--- src/rtl/apgs_pkg.sv ---
// ----------------------------------------------------------------------------
// apgs_pkg - shared types and constants of the probability gradient step
// Fixed-point widths, register indexes, configuration and multiplier words.
// ----------------------------------------------------------------------------
package apgs_pkg;

	// Q1.F probability format
	localparam int FRAC_BITS = 16;
	localparam int PROB_W    = FRAC_BITS + 1;
	localparam logic [PROB_W-1:0] ONE      = PROB_W'(1) << FRAC_BITS;
	localparam logic [PROB_W-1:0] PROB_MAX = '1;

	// field and register widths
	localparam int WIN_W = 8;
	localparam int GS_W  = 20;
	localparam int WT_W  = 16;
	localparam int WE_W  = 16;

	// gradient saturates at +-2^GRAD_LIM_SH, held in G_W signed bits
	localparam int GRAD_LIM_SH = 40;
	localparam int G_W         = GRAD_LIM_SH + 2;

	// shared multiplier: chunk of operand A times operand B
	localparam int CW = 18;
	localparam int BW = 20;

	// divider for the single-user term: (|1 - p| << F) / q
	localparam int DIVD_W = PROB_W + FRAC_BITS;

	// configuration port
	localparam int CFG_IDX_W  = 3;
	localparam int CFG_DATA_W = 20;

	localparam logic [CFG_IDX_W-1:0] CFG_GRADIENT_STEP     = 3'd0;
	localparam logic [CFG_IDX_W-1:0] CFG_WEIGHT_THROUGHPUT = 3'd1;
	localparam logic [CFG_IDX_W-1:0] CFG_WEIGHT_ENERGY     = 3'd2;
	localparam logic [CFG_IDX_W-1:0] CFG_EPSILON           = 3'd3;
	localparam logic [CFG_IDX_W-1:0] CFG_MIN_PROB          = 3'd4;
	localparam logic [CFG_IDX_W-1:0] CFG_MAX_PROB          = 3'd5;
	localparam logic [CFG_IDX_W-1:0] CFG_MAX_STEP          = 3'd6;

	typedef struct packed {
		logic [GS_W-1:0]   gradient_step;
		logic [WT_W-1:0]   weight_throughput;
		logic [WE_W-1:0]   weight_energy;
		logic [PROB_W-1:0] epsilon;
		logic [PROB_W-1:0] min_prob;
		logic [PROB_W-1:0] max_prob;
		logic [PROB_W-1:0] max_step;
	} cfg_t;

	// one multiply-accumulate request; first clears the sum and signs the chunk
	typedef struct packed {
		logic          en;
		logic          first;
		logic [CW-1:0] chunk;
		logic [BW-1:0] b;
	} mac_req_t;

endpackage

--- src/rtl/apgs_cfg.sv ---
// ----------------------------------------------------------------------------
// apgs_cfg - configuration registers
// Plain write port; unknown indexes are dropped.
// ----------------------------------------------------------------------------
module apgs_cfg import apgs_pkg::*; (
	input  logic                  clk,
	input  logic                  arst_n,
	input  logic                  cfg_write,
	input  logic [CFG_IDX_W-1:0]  cfg_index,
	input  logic [CFG_DATA_W-1:0] cfg_data,
	output cfg_t                  cfg
);

	localparam logic [GS_W-1:0]   RST_GS  = GS_W'(1049);
	localparam logic [WT_W-1:0]   RST_WT  = WT_W'(256);
	localparam logic [WE_W-1:0]   RST_WE  = WE_W'(26);
	localparam logic [PROB_W-1:0] RST_EPS = PROB_W'(66);
	localparam logic [PROB_W-1:0] RST_MIN = PROB_W'(655);
	localparam logic [PROB_W-1:0] RST_MAX = PROB_W'(65536);
	localparam logic [PROB_W-1:0] RST_MS  = PROB_W'(3277);

	cfg_t cfg_q;

	// write one register per word
	always_ff @(posedge clk or negedge arst_n) begin
		if (!arst_n) begin
			cfg_q.gradient_step     <= RST_GS;
			cfg_q.weight_throughput <= RST_WT;
			cfg_q.weight_energy     <= RST_WE;
			cfg_q.epsilon           <= RST_EPS;
			cfg_q.min_prob          <= RST_MIN;
			cfg_q.max_prob          <= RST_MAX;
			cfg_q.max_step          <= RST_MS;
		end else if (cfg_write) begin
			case (cfg_index)
				CFG_GRADIENT_STEP:     cfg_q.gradient_step     <= cfg_data[GS_W-1:0];
				CFG_WEIGHT_THROUGHPUT: cfg_q.weight_throughput <= cfg_data[WT_W-1:0];
				CFG_WEIGHT_ENERGY:     cfg_q.weight_energy     <= cfg_data[WE_W-1:0];
				CFG_EPSILON:           cfg_q.epsilon           <= cfg_data[PROB_W-1:0];
				CFG_MIN_PROB:          cfg_q.min_prob          <= cfg_data[PROB_W-1:0];
				CFG_MAX_PROB:          cfg_q.max_prob          <= cfg_data[PROB_W-1:0];
				CFG_MAX_STEP:          cfg_q.max_step          <= cfg_data[PROB_W-1:0];
				default: begin
				end
			endcase
		end
	end

	assign cfg = cfg_q;

endmodule

--- src/rtl/apgs_mac.sv ---
// ----------------------------------------------------------------------------
// apgs_mac - shared multiply-accumulate unit
// One CW-bit chunk of a wide operand times a BW-bit unsigned operand per
// cycle, accumulated MSB chunk first: sum = (sum << CW) + chunk * b.
// ----------------------------------------------------------------------------
module apgs_mac import apgs_pkg::*; #(
	parameter int ACC_W = 71
) (
	input  logic                    clk,
	input  mac_req_t                req,
	output logic signed [ACC_W-1:0] acc
);

	logic signed [CW:0]         a_s;
	logic signed [BW:0]         b_s;
	logic signed [CW+BW+1:0]    prod;
	logic signed [ACC_W-1:0]    base;
	logic signed [ACC_W-1:0]    acc_q;

	// top chunk carries the sign, lower chunks are unsigned
	assign a_s  = {req.first & req.chunk[CW-1], req.chunk};
	assign b_s  = {1'b0, req.b};
	assign prod = a_s * b_s;
	assign base = req.first ? '0 : (acc_q <<< CW);

	// advance the sum
	always_ff @(posedge clk) begin
		if (req.en) begin
			acc_q <= base + ACC_W'(prod);
		end
	end

	assign acc = acc_q;

endmodule

--- src/rtl/apgs_div.sv ---
// ----------------------------------------------------------------------------
// apgs_div - radix-2 restoring divider
// Unsigned DIVD_W / PROB_W bits, one quotient bit per cycle; done pulses
// for one cycle when the quotient is ready.
// ----------------------------------------------------------------------------
module apgs_div import apgs_pkg::*; (
	input  logic              clk,
	input  logic              arst_n,
	input  logic              start,
	input  logic [DIVD_W-1:0] dividend,
	input  logic [PROB_W-1:0] divisor,
	output logic              done,
	output logic [DIVD_W-1:0] quotient
);

	localparam int CNT_W = $clog2(DIVD_W + 1);

	logic              busy_q;
	logic              done_q;
	logic [CNT_W-1:0]  cnt_q;
	logic [DIVD_W-1:0] work_q;
	logic [PROB_W-1:0] rem_q;
	logic [PROB_W-1:0] dsr_q;
	logic [PROB_W:0]   rem_sh;
	logic [PROB_W:0]   rem_sub;
	logic              ge;

	// shift in the next dividend bit and try a subtract
	assign rem_sh  = {rem_q, work_q[DIVD_W-1]};
	assign ge      = rem_sh >= {1'b0, dsr_q};
	assign rem_sub = rem_sh - {1'b0, dsr_q};

	// control: count the steps
	always_ff @(posedge clk or negedge arst_n) begin
		if (!arst_n) begin
			busy_q <= 1'b0;
			done_q <= 1'b0;
			cnt_q  <= '0;
		end else begin
			done_q <= busy_q && (cnt_q == CNT_W'(1));
			if (start) begin
				busy_q <= 1'b1;
				cnt_q  <= CNT_W'(DIVD_W);
			end else if (busy_q) begin
				cnt_q <= cnt_q - CNT_W'(1);
				if (cnt_q == CNT_W'(1)) begin
					busy_q <= 1'b0;
				end
			end
		end
	end

	// datapath: quotient bits replace dividend bits
	always_ff @(posedge clk) begin
		if (start) begin
			work_q <= dividend;
			rem_q  <= '0;
			dsr_q  <= divisor;
		end else if (busy_q) begin
			work_q <= {work_q[DIVD_W-2:0], ge};
			rem_q  <= ge ? rem_sub[PROB_W-1:0] : rem_sh[PROB_W-1:0];
		end
	end

	assign done     = done_q;
	assign quotient = work_q;

endmodule

--- src/rtl/access_probability_gradient_step_unit.sv ---
// ----------------------------------------------------------------------------
// access_probability_gradient_step_unit - p-persistent access gradient step
// One gradient step on the transmit probability: clamp p, q = max(eps, 1-p),
// gradient wT*n*q^(n-2)*(1-n*p) - wE*n, step clamped to +-max_step, new p
// clamped to [min_prob, max_prob]; the window passes through.
//
//   channel | direction | handshake             | payload
//   --------+-----------+-----------------------+-------------------------------
//   cfg     | in        | cfg_write             | cfg_index, cfg_data
//   in      | in        | in_valid / in_ready   | current_prob, current_window,
//           |           |                       | ready_users
//   out     | out       | out_valid / out_ready | next_prob, next_window
//
// One word at a time: in_ready is high only while the sequencer is idle.
// With two or more users the time from taking a word to out_valid is set by
// the square-and-multiply loop on the shared multiplier; with zero or one
// user it is set by the 33-step divider. The sequencer passes through its
// idle state before the next word is taken.
// The result sits in an output register, so the next word is taken while it
// waits; a full output register holds the last step.
// Reset clears the sequencer, the divider control and out_valid.
// ----------------------------------------------------------------------------
module access_probability_gradient_step_unit import apgs_pkg::*; #(
	parameter int USER_BITS = 10
) (
	input  logic                  clk,
	input  logic                  arst_n,
	input  logic                  cfg_write,
	input  logic [CFG_IDX_W-1:0]  cfg_index,
	input  logic [CFG_DATA_W-1:0] cfg_data,
	input  logic                  in_valid,
	output logic                  in_ready,
	input  logic [PROB_W-1:0]     current_prob,
	input  logic [WIN_W-1:0]      current_window,
	input  logic [USER_BITS-1:0]  ready_users,
	output logic                  out_valid,
	input  logic                  out_ready,
	output logic [PROB_W-1:0]     next_prob,
	output logic [WIN_W-1:0]      next_window
);

	// operand widths that follow from the user count
	localparam int LIN_W  = USER_BITS + PROB_W + 1;
	localparam int T_W    = USER_BITS + PROB_W + 2;
	localparam int DSN_W  = 2 * USER_BITS + PROB_W + 2;
	localparam int DS_W   = (DSN_W > DIVD_W + 1) ? DSN_W : DIVD_W + 1;
	localparam int MAXA_W = (DS_W > G_W) ? DS_W : G_W;
	localparam int NCH    = (MAXA_W + CW - 1) / CW;
	localparam int OPA_W  = NCH * CW;
	localparam int ACC0_W = (DS_W + WT_W > G_W + GS_W) ? DS_W + WT_W : G_W + GS_W;
	localparam int ACC_W  = ((ACC0_W > OPA_W + FRAC_BITS) ? ACC0_W : OPA_W + FRAC_BITS) + 1;
	localparam int EN_W   = USER_BITS + WE_W;
	localparam int DL_W   = ACC_W - GS_W;
	localparam int PW_W   = ACC_W - FRAC_BITS;
	localparam int K_LIN  = (LIN_W + CW - 1) / CW;
	localparam int K_T    = (T_W + CW - 1) / CW;
	localparam int K_DS   = (DS_W + CW - 1) / CW;
	localparam int K_G    = (G_W + CW - 1) / CW;
	localparam int CI_W   = $clog2(NCH);
	localparam int BIT_W  = $clog2(USER_BITS);

	localparam logic signed [ACC_W:0] GLIM = (ACC_W+1)'(1) <<< GRAD_LIM_SH;

	// sequencer states
	localparam logic [3:0] S_IDLE  = 4'd0;
	localparam logic [3:0] S_SETUP = 4'd1;
	localparam logic [3:0] S_EN    = 4'd2;
	localparam logic [3:0] S_LIN   = 4'd3;
	localparam logic [3:0] S_PSQ   = 4'd4;
	localparam logic [3:0] S_PMUL  = 4'd5;
	localparam logic [3:0] S_M1LD  = 4'd6;
	localparam logic [3:0] S_M1    = 4'd7;
	localparam logic [3:0] S_TLD   = 4'd8;
	localparam logic [3:0] S_T     = 4'd9;
	localparam logic [3:0] S_DIV   = 4'd10;
	localparam logic [3:0] S_DSLD  = 4'd11;
	localparam logic [3:0] S_DS    = 4'd12;
	localparam logic [3:0] S_GRAD  = 4'd13;
	localparam logic [3:0] S_DL    = 4'd14;
	localparam logic [3:0] S_FIN   = 4'd15;

	cfg_t                    cfg;
	mac_req_t                mreq;
	logic signed [ACC_W-1:0] acc;

	logic [3:0]              state_q;
	logic [PROB_W-1:0]       cur_q;
	logic [WIN_W-1:0]        win_q;
	logic [USER_BITS-1:0]    n_q;
	logic [USER_BITS-1:0]    k_q;
	logic                    n_one_q;
	logic [PROB_W-1:0]       p_q;
	logic [PROB_W-1:0]       q_q;
	logic [EN_W-1:0]         en_q;
	logic [OPA_W-1:0]        opa_q;
	logic [BW-1:0]           opb_q;
	logic [CI_W-1:0]         ci_q;
	logic [BIT_W-1:0]        bit_q;
	logic                    neg_q;
	logic                    out_valid_q;
	logic [PROB_W-1:0]       next_prob_q;
	logic [WIN_W-1:0]        next_window_q;

	logic                    accept;
	logic                    out_free;
	logic [PROB_W-1:0]       p_in;
	logic signed [PROB_W:0]  q_diff;
	logic [PROB_W-1:0]       q_eps;
	logic [PROB_W-1:0]       q_new;
	logic [PW_W-1:0]         pw_sh;
	logic [PROB_W-1:0]       pw_src;
	logic [CW-1:0]           opa_chunk;
	logic signed [ACC_W-1:0] lin_full;
	logic                    div_start;
	logic                    div_done;
	logic [DIVD_W-1:0]       div_quot;
	logic [PROB_W-1:0]       div_mag;
	logic signed [DIVD_W:0]  ds_div;
	logic signed [ACC_W:0]   g0;
	logic signed [ACC_W:0]   g1;
	logic signed [ACC_W:0]   gsat;
	logic signed [DL_W-1:0]  dl;
	logic signed [DL_W-1:0]  ms_s;
	logic signed [PROB_W:0]  dclamp;
	logic signed [PROB_W+1:0] sum_p;
	logic [PROB_W-1:0]       res;

	// clamp a signed value to [lo, hi]; crossed limits give lo
	function automatic logic [PROB_W-1:0] clamp_prob(
		input logic signed [PROB_W+1:0] v,
		input logic [PROB_W-1:0]        lo,
		input logic [PROB_W-1:0]        hi
	);
		logic signed [PROB_W+1:0] t;
		t = (v < $signed({2'b00, hi})) ? v : $signed({2'b00, hi});
		t = (t > $signed({2'b00, lo})) ? t : $signed({2'b00, lo});
		return t[PROB_W-1:0];
	endfunction

	apgs_cfg u_cfg (
		.clk       (clk),
		.arst_n    (arst_n),
		.cfg_write (cfg_write),
		.cfg_index (cfg_index),
		.cfg_data  (cfg_data),
		.cfg       (cfg)
	);

	apgs_mac #(.ACC_W(ACC_W)) u_mac (
		.clk (clk),
		.req (mreq),
		.acc (acc)
	);

	apgs_div u_div (
		.clk      (clk),
		.arst_n   (arst_n),
		.start    (div_start),
		.dividend ({div_mag, {FRAC_BITS{1'b0}}}),
		.divisor  (q_q),
		.done     (div_done),
		.quotient (div_quot)
	);

	assign accept   = (state_q == S_IDLE) && in_valid;
	assign out_free = !out_valid_q || out_ready;

	// clamp p on entry, then q = max(max(eps, 1 - p), 1 LSB)
	assign p_in   = clamp_prob($signed({2'b00, current_prob}), cfg.min_prob, cfg.max_prob);
	assign q_diff = $signed({1'b0, ONE}) - $signed({1'b0, p_q});
	assign q_eps  = (q_diff < $signed({1'b0, cfg.epsilon})) ? cfg.epsilon : q_diff[PROB_W-1:0];
	assign q_new  = (q_eps == '0) ? PROB_W'(1) : q_eps;

	// truncate the last product to Q1.F and saturate
	assign pw_sh  = acc[ACC_W-1:FRAC_BITS];
	assign pw_src = (pw_sh > PW_W'(PROB_MAX)) ? PROB_MAX : pw_sh[PROB_W-1:0];

	assign opa_chunk = opa_q[int'(ci_q)*CW +: CW];
	assign lin_full  = $signed(ACC_W'(ONE)) - acc;

	// single-user term: sign and magnitude of 1 - p
	assign div_start = (state_q == S_EN) && n_one_q;
	assign div_mag   = (p_q > ONE) ? (p_q - ONE) : (ONE - p_q);
	assign ds_div    = neg_q ? -$signed({1'b0, div_quot}) : $signed({1'b0, div_quot});

	// gradient: floor to Q.F and saturate
	assign g0   = (ACC_W+1)'(acc) - $signed((ACC_W+1)'({en_q, {FRAC_BITS{1'b0}}}));
	assign g1   = g0 >>> 8;
	assign gsat = (g1 > GLIM) ? GLIM : ((g1 < -GLIM) ? -GLIM : g1);

	// step: floor, clamp to +-max_step, add and clamp
	assign dl     = acc[ACC_W-1:GS_W];
	assign ms_s   = $signed(DL_W'(cfg.max_step));
	assign dclamp = (dl > ms_s) ? ms_s[PROB_W:0] : ((dl < -ms_s) ? -ms_s[PROB_W:0] : dl[PROB_W:0]);
	assign sum_p  = $signed({2'b00, cur_q}) + (PROB_W+2)'(dclamp);
	assign res    = clamp_prob(sum_p, cfg.min_prob, cfg.max_prob);

	// drive the shared multiplier
	always_comb begin
		mreq = '{en: 1'b0, first: 1'b1, chunk: '0, b: '0};
		case (state_q)
			S_SETUP: begin
				mreq = '{en: 1'b1, first: 1'b1, chunk: CW'(n_q), b: BW'(cfg.weight_energy)};
			end
			S_EN: begin
				mreq = '{en: !n_one_q, first: 1'b1, chunk: CW'(p_q), b: BW'(n_q)};
			end
			S_LIN: begin
				mreq = '{en: 1'b1, first: 1'b1, chunk: CW'(ONE), b: BW'(ONE)};
			end
			S_PSQ: begin
				mreq = '{en: 1'b1, first: 1'b1, chunk: CW'(pw_src), b: BW'(pw_src)};
			end
			S_PMUL: begin
				mreq = '{en: 1'b1, first: 1'b1, chunk: CW'(pw_src), b: BW'(q_q)};
			end
			S_M1: begin
				mreq = '{en: 1'b1, first: (ci_q == CI_W'(K_LIN - 1)), chunk: opa_chunk, b: opb_q};
			end
			S_T: begin
				mreq = '{en: 1'b1, first: (ci_q == CI_W'(K_T - 1)), chunk: opa_chunk, b: opb_q};
			end
			S_DS: begin
				mreq = '{en: 1'b1, first: (ci_q == CI_W'(K_DS - 1)), chunk: opa_chunk, b: opb_q};
			end
			S_DL: begin
				mreq = '{en: 1'b1, first: (ci_q == CI_W'(K_G - 1)), chunk: opa_chunk, b: opb_q};
			end
			default: begin
			end
		endcase
	end

	// sequencer
	always_ff @(posedge clk or negedge arst_n) begin
		if (!arst_n) begin
			state_q     <= S_IDLE;
			out_valid_q <= 1'b0;
		end else begin
			// load a finished step or drop a delivered one
			if ((state_q == S_FIN) && out_free) begin
				out_valid_q <= 1'b1;
			end else if (out_valid_q && out_ready) begin
				out_valid_q <= 1'b0;
			end
			case (state_q)
				S_IDLE:  if (accept) state_q <= S_SETUP;
				S_SETUP: state_q <= S_EN;
				S_EN:    state_q <= n_one_q ? S_DIV : S_LIN;
				S_LIN:   state_q <= S_PSQ;
				S_PSQ: begin
					if (k_q[bit_q]) begin
						state_q <= S_PMUL;
					end else if (bit_q == '0) begin
						state_q <= S_M1LD;
					end
				end
				S_PMUL:  state_q <= (bit_q == '0) ? S_M1LD : S_PSQ;
				S_M1LD:  state_q <= S_M1;
				S_M1:    if (ci_q == '0) state_q <= S_TLD;
				S_TLD:   state_q <= S_T;
				S_T:     if (ci_q == '0) state_q <= S_DSLD;
				S_DIV:   if (div_done) state_q <= S_DSLD;
				S_DSLD:  state_q <= S_DS;
				S_DS:    if (ci_q == '0) state_q <= S_GRAD;
				S_GRAD:  state_q <= S_DL;
				S_DL:    if (ci_q == '0) state_q <= S_FIN;
				S_FIN: begin
					if (out_free) begin
						state_q <= S_IDLE;
					end
				end
				default: state_q <= S_IDLE;
			endcase
		end
	end

	// datapath registers
	always_ff @(posedge clk) begin
		case (state_q)
			S_IDLE: begin
				if (accept) begin
					cur_q   <= current_prob;
					win_q   <= current_window;
					n_q     <= (ready_users == '0) ? USER_BITS'(1) : ready_users;
					n_one_q <= (ready_users <= USER_BITS'(1));
					p_q     <= p_in;
				end
			end
			S_SETUP: begin
				q_q <= q_new;
				k_q <= n_q - USER_BITS'(2);
			end
			S_EN: begin
				en_q  <= acc[EN_W-1:0];
				neg_q <= p_q > ONE;
			end
			S_LIN: begin
				opa_q <= lin_full[OPA_W-1:0];
				bit_q <= BIT_W'(USER_BITS - 1);
			end
			S_PSQ: begin
				if (!k_q[bit_q]) begin
					bit_q <= bit_q - BIT_W'(1);
				end
			end
			S_PMUL: begin
				bit_q <= bit_q - BIT_W'(1);
			end
			S_M1LD: begin
				opb_q <= BW'(pw_src);
				ci_q  <= CI_W'(K_LIN - 1);
			end
			S_TLD: begin
				opa_q <= acc[OPA_W+FRAC_BITS-1:FRAC_BITS];
				opb_q <= BW'(n_q);
				ci_q  <= CI_W'(K_T - 1);
			end
			S_DSLD: begin
				opa_q <= n_one_q ? OPA_W'(ds_div) : acc[OPA_W-1:0];
				opb_q <= BW'(cfg.weight_throughput);
				ci_q  <= CI_W'(K_DS - 1);
			end
			S_GRAD: begin
				opa_q <= gsat[OPA_W-1:0];
				opb_q <= BW'(cfg.gradient_step);
				ci_q  <= CI_W'(K_G - 1);
			end
			S_M1, S_T, S_DS, S_DL: begin
				ci_q <= ci_q - CI_W'(1);
			end
			S_FIN: begin
				if (out_free) begin
					next_prob_q   <= res;
					next_window_q <= win_q;
				end
			end
			default: begin
			end
		endcase
	end

	assign in_ready    = (state_q == S_IDLE);
	assign out_valid   = out_valid_q;
	assign next_prob   = next_prob_q;
	assign next_window = next_window_q;

endmodule

--- config.mk ---
export PLATFORM = sky130hd
export DESIGN_NAME = access_probability_gradient_step_unit
export DESIGN_NICKNAME = d
export VERILOG_FILES = /design/src/rtl/apgs_pkg.sv /design/src/rtl/apgs_cfg.sv /design/src/rtl/apgs_mac.sv /design/src/rtl/apgs_div.sv /design/src/rtl/access_probability_gradient_step_unit.sv
export SDC_FILE = /design/constraint.sdc
export NUM_CORES = 2
export LEC_CHECK = 0
export BUFFER_PORTS_ARGS = -buffer_cell sky130_fd_sc_hd__buf_2
export CAP_MARGIN = 0
export CORE_MARGIN = 10
export CORE_UTILIZATION = 60
export DETAILED_ROUTE_END_ITERATION = 8
export GPL_TIMING_DRIVEN = 0
export PLACE_DENSITY = 0.88
export SLEW_MARGIN = 20
export SYNTH_ARGS = -nofsm -noshare
export SYNTH_HDL_FRONTEND = slang
export SYNTH_HIERARCHICAL = 1
export SYNTH_SLANG_ARGS = --single-unit
--- constraint.sdc ---
create_clock -name clk -period 15.78 [get_ports clk]
set_input_delay 0 -clock clk [delete_from_list [all_inputs] [get_ports clk]]
set_output_delay 0 -clock clk [all_outputs]
set_load 0.005 [all_outputs]
# Word-level counts from Yosys, hierarchy flattened
# Index checks and enable logic that the tools add are counted.
[totals]
register_bits = 483
inputBits = 63
out_inout_bits = 27
[classes]
addsub = 15
n_mul = 2
n_lt_le_gt_ge = 14
n_eq_ne = 33
shift = 1
n_mux = 44
n_bitwise = 1
n_reduce_logical = 36
[op_table]
columns = ["cell", "count"]
rows = [
  ["one-hot mux 40 bit (7 select lines)", 1],
  ["one-hot mux 54 bit (4 select lines)", 1],
  ["2-to-1 mux 54 bit", 3],
  ["2-to-1 mux 17 bit", 7],
  ["one-hot mux 20 bit (4 select lines)", 1],
  ["subtractor 71 x 43 -> 72 bit", 1],
  ["adder 71 x 40 -> 71 bit", 1],
  ["2-to-1 mux 71 bit", 1],
  ["2-to-1 mux 33 bit", 2],
  ["> comparator 64 x 42 -> 1 bit, second input constant", 1],
  ["less-than comparator 64 x 41 -> 1 bit, second input constant", 1],
  ["one-hot mux 4 bit (16 select lines)", 1],
  ["> comparator 55 x 17 -> 1 bit, second input constant", 1],
  ["indexed part select 54 x 8 -> 18 bit", 1],
  ["subtractor 18 x 54 -> 54 bit, first input constant", 1],
  ["> comparator 51 x 18 -> 1 bit", 1],
  ["less-than comparator 51 bit", 1],
  ["negator 17 -> 51 bit", 1],
  ["2-to-1 mux 4 bit", 11],
  ["multiplier 19 x 21 -> 40 bit", 1],
  ["2-to-1 mux 18 bit", 2],
  ["2-to-1 mux 34 bit", 1],
  ["negator 33 -> 34 bit", 1],
  ["equality test 4 bit, second input constant", 8],
  ["other kinds (55)", 95],
]

# Depth between registers and ports, before layout
[logic_depth]
depth_word = 9
ltp_mapped = 55

# By module
# Netlist, hierarchy kept.
[modules_own_cells]
columns = ["mod", "n_inst", "cells_each", "area_each_um2", "seq_area_each_um2"]
rows = [
  ["access_probability_gradient_step_unit", 1, 2572, 22212.6, 6491.2],
  ["apgs_mac", 1, 2028, 18312.6, 2132.0],
  ["apgs_cfg", 1, 259, 4554.4, 3032.9],
  ["apgs_div", 1, 348, 3950.0, 2042.0],
]

# Worst setup path before layout
# Ideal clock, no wire load.
[synth_timing]
path_kind = "register to register"
start = "register u_cfg.cfg_q, in the netlist u_cfg/cfg[1]"
end = "register next_prob_q[10] (netlist: next_prob[10]), data pin"
arrival_ps = 11756
slack_ps = 3764
stages_incl_launch_ff = 55
path_buffers = 6
period_less_slack_ps = 12016
path_cell_list = "dfrtp_1 -> inv_1 -> ha_1 -> nand4_1 -> or3_1 -> or3_1 -> or3_1 -> or3_1 -> clkbuf_1 -> nor3_1 -> ha_1 -> inv_1 -> ha_1 -> a21o_1 -> a21o_1 -> a221oi_1 -> o21ai_0 -> o21ai_0 -> [19 not listed] -> o31a_1 -> o221ai_1 -> ha_1 -> clkbuf_1 -> clkbuf_1 -> mux2i_1 -> ha_1 -> nor2b_1 -> o21a_1 -> o21a_1 -> o21a_1 -> o21a_1 -> o21ai_0 -> a21oi_1 -> o31a_1 -> a31oi_2 -> buf_2 -> mux2_2"
[synth_via]
elab_chain_len = 9
elab_cells_between_ends = 11
cone_classes = "3 x add/sub; 4 x order compare; 4 x mux"
[synth_lines]
columns = ["element", "line", "text"]
rows = [
  ["from (decl)", "apgs_cfg.sv:22", "cfg_t cfg_q;"],
  ["negator 17 -> 51 bit", "access_probability_gradient_step_unit.sv:194", "assign dclamp = (dl > ms_s) ? ms_s[PROB_W:0] : ((dl < -ms_s) ? -ms_s[PROB_W:0] : dl[PROB_W:0]);"],
  ["less-than comparator 51 bit", "access_probability_gradient_step_unit.sv:194", ""],
  ["2-to-1 mux 18 bit", "access_probability_gradient_step_unit.sv:194", ""],
  ["2-to-1 mux 18 bit *", "access_probability_gradient_step_unit.sv:194", ""],
  ["adder 18 x 18 -> 19 bit *", "access_probability_gradient_step_unit.sv:195", "assign sum_p = $signed({2'b00, cur_q}) + (PROB_W+2)'(dclamp);"],
  ["less-than comparator 19 x 18 -> 1 bit", "access_probability_gradient_step_unit.sv:135", "t = (v < $signed({2'b00, hi})) ? v : $signed({2'b00, hi});"],
  ["2-to-1 mux 19 bit *", "access_probability_gradient_step_unit.sv:135", ""],
  ["> comparator 19 x 18 -> 1 bit", "access_probability_gradient_step_unit.sv:136", "t = (t > $signed({2'b00, lo})) ? t : $signed({2'b00, lo});"],
  ["2-to-1 mux 17 bit *", "access_probability_gradient_step_unit.sv:136", ""],
  ["net res[10]", "access_probability_gradient_step_unit.sv:126", "logic [PROB_W-1:0] res;"],
  ["to (signal assigned)", "access_probability_gradient_step_unit.sv:334", "next_prob_q <= res;"],
  ["to (decl)", "access_probability_gradient_step_unit.sv:101", "logic [PROB_W-1:0] next_prob_q;"],
]
# Mark *: on every way through the listed nets, which the timed path passes. The rest lies on a longest branch.
# A chain may end at the register's enable or synchronous reset.

# Worst setup path after layout
# Same ends and word-level chain as after synthesis.

==> summary.log <==
INFO  hold_path      hold_class=input pin to register
INFO  place          place.gp.congestion=1.07
INFO  grt            grt_max_degree=92
INFO  floorplanning  ios=90
INFO  clock_network  cts_htree_levels=2
INFO  yosys          netlist_top_cells_area=sky130_fd_sc_hd__edfxtp_1 (20%), sky130_fd_sc_hd__fa_1 (13%), sky130_fd_sc_hd__ha_1 (11%), sky130_fd_sc_hd__dfrtp_1 (5.6%), sky130_fd_sc_hd__mux2_2 (5.4%)
INFO  yosys          synthesis.area_per_instance=9.42um^2
INFO  grt            globalRouteTotalUtil=36.5%
INFO  clock_network  clk_pin_slew=0.07ns
INFO  setup_path     worst_path_largest_cell_delay=0.62ns
INFO  yosys          yosysSeqAreaShare=27.9%
INFO  clock_network  clk_latency=0.67ns
INFO  floorplanning  num_rows=104
INFO  grt            first_global_vias=43613
INFO  setup_path     cpMaxStageDelayCell=sky130_fd_sc_hd__a31oi_2
INFO  setup_path     arrival=15.31ns
INFO  clock_network  tritoncts_num_sinks=483
INFO  yosys          synthSimpleGateAreaFrac=14.9%
INFO  setup_path     timing.setup.critical_path_class=register to register
INFO  sta            hold_violations=0
INFO  setup_path     timing.reg2reg.worst_path_depth=52
INFO  sta            tns=0ns
INFO  clock_network  ctsLongestPathBuffers=3
INFO  place          detailed_place.area=51300um^2
INFO  final_layout   final_design_area_no_fill=53800um^2
INFO  clock_network  clk_root_buf=sky130_fd_sc_hd__clkbuf_16
INFO  grt            first_pass_grt_wire_length=264000um
INFO  sta            timing_worst_slew_pin_value=1.21ns
INFO  final_layout   fillCellCount=5960
INFO  floorplanning  initial_utilization=60.7%
INFO  final_layout   areaGrowthSynthToFinish=9.77%
INFO  sta            final_min_period_over_clock_period=94.5%
INFO  final_layout   ff_latch_area=13700um^2
INFO  yosys          muxShareOfSynthArea=6.29%
INFO  yosys          ys.warnings.count=6
INFO  setup_path     worstSetupStartpointType=register
INFO  floorplanning  die_w=306um
INFO  place          hpwlAfterDp=132000um
INFO  floorplanning  fp.coreArea=80800um^2
INFO  outcome        violations=design-rule violations
INFO  final_layout   layout-drive-gt1-share=10.4%
INFO  setup_path     cp.required=16.17ns
INFO  outcome        run_status=finished with violations
INFO  sta            rsz_0062_raised_after_global_routing=no
INFO  sta            max_freq=0.0670GHz
INFO  sta            setup_viol_count_final=0
INFO  routing        routed_wire_length_per_instance=26.7um
INFO  yosys          synth_enable_flop_cells=333
INFO  routing        drtIter0Drc=6318
INFO  sta            timing.clock.skew=0.0352ns
INFO  routing        route.detailed.drc=39
INFO  place          port_buffers=88
INFO  setup_path     rr_endpoint=next_prob[10]
INFO  setup_path     endpoint_kind=register
INFO  sta            slew-limit-headroom=19.2%
INFO  routing        finalWirelength=176000um
INFO  sta            slew_violations=0
INFO  yosys          synth_instances=5207
INFO  sta            finalHoldWorstSlack=0.0534ns
INFO  floorplanning  floorplan.die.height=306um
INFO  yosys          synth-xor-area-share=4.39%
INFO  clock_network  cts_tree=yes
INFO  yosys          synth_largest_type_area_fraction=20.4%
INFO  clock_network  cts-buffers-inserted=52
INFO  hold_path      hold-path-cell-count=2
INFO  yosys          synth_top_cell_by_area=sky130_fd_sc_hd__edfxtp_1
INFO  yosys          compound_cell_area_share_of_the_yosys_netlist=15.3%
INFO  yosys          synthMostInstantiatedCell=sky130_fd_sc_hd__inv_1
INFO  yosys          synth_adder_area_share=24.1%
INFO  yosys          synthTopCellsByCount=sky130_fd_sc_hd__inv_1 (583), sky130_fd_sc_hd__nand2_1 (467), sky130_fd_sc_hd__ha_1 (416)
INFO  yosys          dominantRegCellSynth=sky130_fd_sc_hd__edfxtp_1
INFO  job            cap_violations=0
INFO  final_layout   nNetsFinal=6280
INFO  routing        dr.pass1.iters=9
INFO  yosys          post_synth_num_cell_types=122
INFO  setup_path     rrSetupSlack=0.86ns
INFO  yosys          largest_family_of_logic_cells_by_synthesized_area=adder cells
INFO  setup_path     cpMostUsedCell=sky130_fd_sc_hd__ha_1
INFO  final_layout   finalCoreUtilization=66.6%
INFO  yosys          post_synthesis_instance_area=49000um^2
INFO  hold_path      timing.hold.worst.start=current_window[5]
INFO  routing        route.detailed.vias_per_inst=6.73
INFO  sta            fin_crit=14.92ns
INFO  yosys          ys_ff_latch=483
INFO  setup_path     worstPathMaxFanout=10
INFO  hold_path      min_delay_worst_endpoint=win_q[5]
INFO  setup_path     worst_r2r_startpoint=u_cfg/cfg[1]
INFO  routing        drtAntennaViolNets=0
INFO  final_layout   multiInputGateArea=32100um^2
INFO  floorplanning  dieArea=93600um^2
INFO  grt            grt_overflow=0
INFO  routing        vias=44303
INFO  grt            initial_antenna_violation_count=10
INFO  setup_path     crit_path_start=u_cfg/cfg[1]
INFO  yosys          async_reset_ff_share=27.5%
[sequential cells by signal (all words and copies together) (netlist names), 2 cells and up]
| register | count |
|---|---|
| bit_q | 4 |
| ci_q | 2 |
| cur_q | 17 |
| en_q | 26 |
| k_q | 10 |
| n_q | 10 |
| next_prob | 17 |
| next_window | 8 |
| opa_q | 54 |
| opb_q | 20 |
| p_q | 17 |
| q_q | 17 |
| state_q | 4 |
| u_cfg/cfg | 120 |
| u_div/cnt_q | 6 |
| u_div/dsr_q | 17 |
| u_div/quotient | 33 |
| u_div/rem_q | 17 |
| u_mac/acc | 71 |
| win_q | 8 |
[routing by layer]
| layer | share of wire, % | GRT usage, % | vias to the layer above |
|---|---|---|---|
| li1 | - | - | 18843 |
| met1 | 35 | 44.3 | 21181 |
| met2 | 44 | 56.4 | 3404 |
| met3 | 14 | 11.4 | 863 |
| met4 | 7.5 | 22.6 | 12 |
| met5 | 0.046 | 0 | - |
[metrics by stage]
stage	worst slack, ns	instances
3_5_place_dp	1.20	6408
6_report	0.863	6579
3_3_place_gp	1.45	6395
5_1_grt	0.197	6575
2_1_floorplan	3.76	5247
4_1_cts	0.975	6575
[logic make-up after synthesis]
family,Yosys count
other cells,2
mux,276
xor+xnor,246
buf+inv,876
compound gates,1131
fa+ha+maj,746
flops,483
simple gates,1447
[worst max-delay path by stage]
| stage | slack (ns) | to |
|---|---|---|
| final | 0.86 | next_prob[10] |
| after floorplan | 3.76 | next_prob[10] |
| after CTS | 0.98 | next_prob[9] |
| after global placement | 1.45 | next_prob[8] |
| after global routing | 0.20 | next_prob[14] |
| after detailed placement | 1.20 | next_prob[9] |
[final cells by class]
class                   instances  share of cell area, %
clock buffers                  66                   2.61
repair buffers                170                   2.63
plain buffers                 292                   2.34
inverters                     584                   4.07
diodes                          4                 0.0186
clock inverters                32                  0.779
well taps                    1060                   2.46
multi-input cells            3888                   59.6
flip-flops and latches        483                   25.5
[repair_timing]
| action | CTS | global route |
|---|---|---|
| setup buffers | 0 | 0 |
| hold buffers | 69 | 0 |
| setup endpoints to repair | 0 | 9 |
| endpoints found under the hold margin | 294 | 0 |
| resized for setup | 0 | 3 |
[cell usage in the layout (no fill, tap or decap), types with 18 or more instances in the layout]
| master | synthesis | layout |
|---|---|---|
| sky130_fd_sc_hd__a211oi_1 | 38 | 38 |
| sky130_fd_sc_hd__a21o_1 | 125 | 125 |
| sky130_fd_sc_hd__a21oi_1 | 301 | 300 |
| sky130_fd_sc_hd__a222oi_1 | 45 | 45 |
| sky130_fd_sc_hd__a22oi_1 | 29 | 29 |
| sky130_fd_sc_hd__a311oi_1 | 18 | 18 |
| sky130_fd_sc_hd__a31oi_1 | 29 | 29 |
| sky130_fd_sc_hd__and2_1 | 180 | 179 |
| sky130_fd_sc_hd__and3_1 | 28 | 28 |
| sky130_fd_sc_hd__buf_2 | 28 | 115 |
| sky130_fd_sc_hd__clkbuf_1 | 233 | 240 |
| sky130_fd_sc_hd__clkbuf_16 | 0 | 53 |
| sky130_fd_sc_hd__conb_1 | 2 | 42 |
| sky130_fd_sc_hd__dfrtp_1 | 109 | 109 |
| sky130_fd_sc_hd__dfstp_2 | 24 | 24 |
| sky130_fd_sc_hd__dlygate4sd3_1 | 0 | 68 |
| sky130_fd_sc_hd__edfxtp_1 | 333 | 333 |
| sky130_fd_sc_hd__fa_1 | 330 | 330 |
| sky130_fd_sc_hd__ha_1 | 416 | 416 |
| sky130_fd_sc_hd__inv_1 | 583 | 582 |
| sky130_fd_sc_hd__mux2_2 | 233 | 233 |
| sky130_fd_sc_hd__mux2i_1 | 36 | 36 |
| sky130_fd_sc_hd__nand2_1 | 467 | 467 |
| sky130_fd_sc_hd__nand2b_1 | 49 | 48 |
| sky130_fd_sc_hd__nand3_1 | 62 | 62 |
| sky130_fd_sc_hd__nand4_1 | 58 | 58 |
| sky130_fd_sc_hd__nor2_1 | 262 | 261 |
| sky130_fd_sc_hd__nor2b_1 | 41 | 41 |
| sky130_fd_sc_hd__nor3_1 | 82 | 80 |
| sky130_fd_sc_hd__nor4_1 | 64 | 64 |
| sky130_fd_sc_hd__o211ai_1 | 43 | 43 |
| sky130_fd_sc_hd__o21a_1 | 28 | 28 |
| sky130_fd_sc_hd__o21ai_0 | 244 | 243 |
| sky130_fd_sc_hd__o21bai_1 | 18 | 18 |
| sky130_fd_sc_hd__o31ai_1 | 28 | 27 |
| sky130_fd_sc_hd__or2_2 | 18 | 18 |
| sky130_fd_sc_hd__or3_1 | 38 | 38 |
| sky130_fd_sc_hd__or4_1 | 25 | 25 |
| sky130_fd_sc_hd__xnor2_1 | 138 | 138 |
| sky130_fd_sc_hd__xor2_1 | 108 | 108 |
[critical path, delay by kind of cell (launching register included)]
kind                     cells  cell delay (ns)
flip-flops                   1             0.42
XOR/XNOR                     1             0.20
AO/OA/AOI/OAI               19             4.56
buffers and inverters        7             2.53
AND/OR/NAND/NOR             17             4.35
multiplexers                 2             0.74
adder cells (fa/ha/maj)      6             1.85
Power is not shown: default switching activity piles up to over one toggle a cycle in this logic, so the estimate is an artifact.
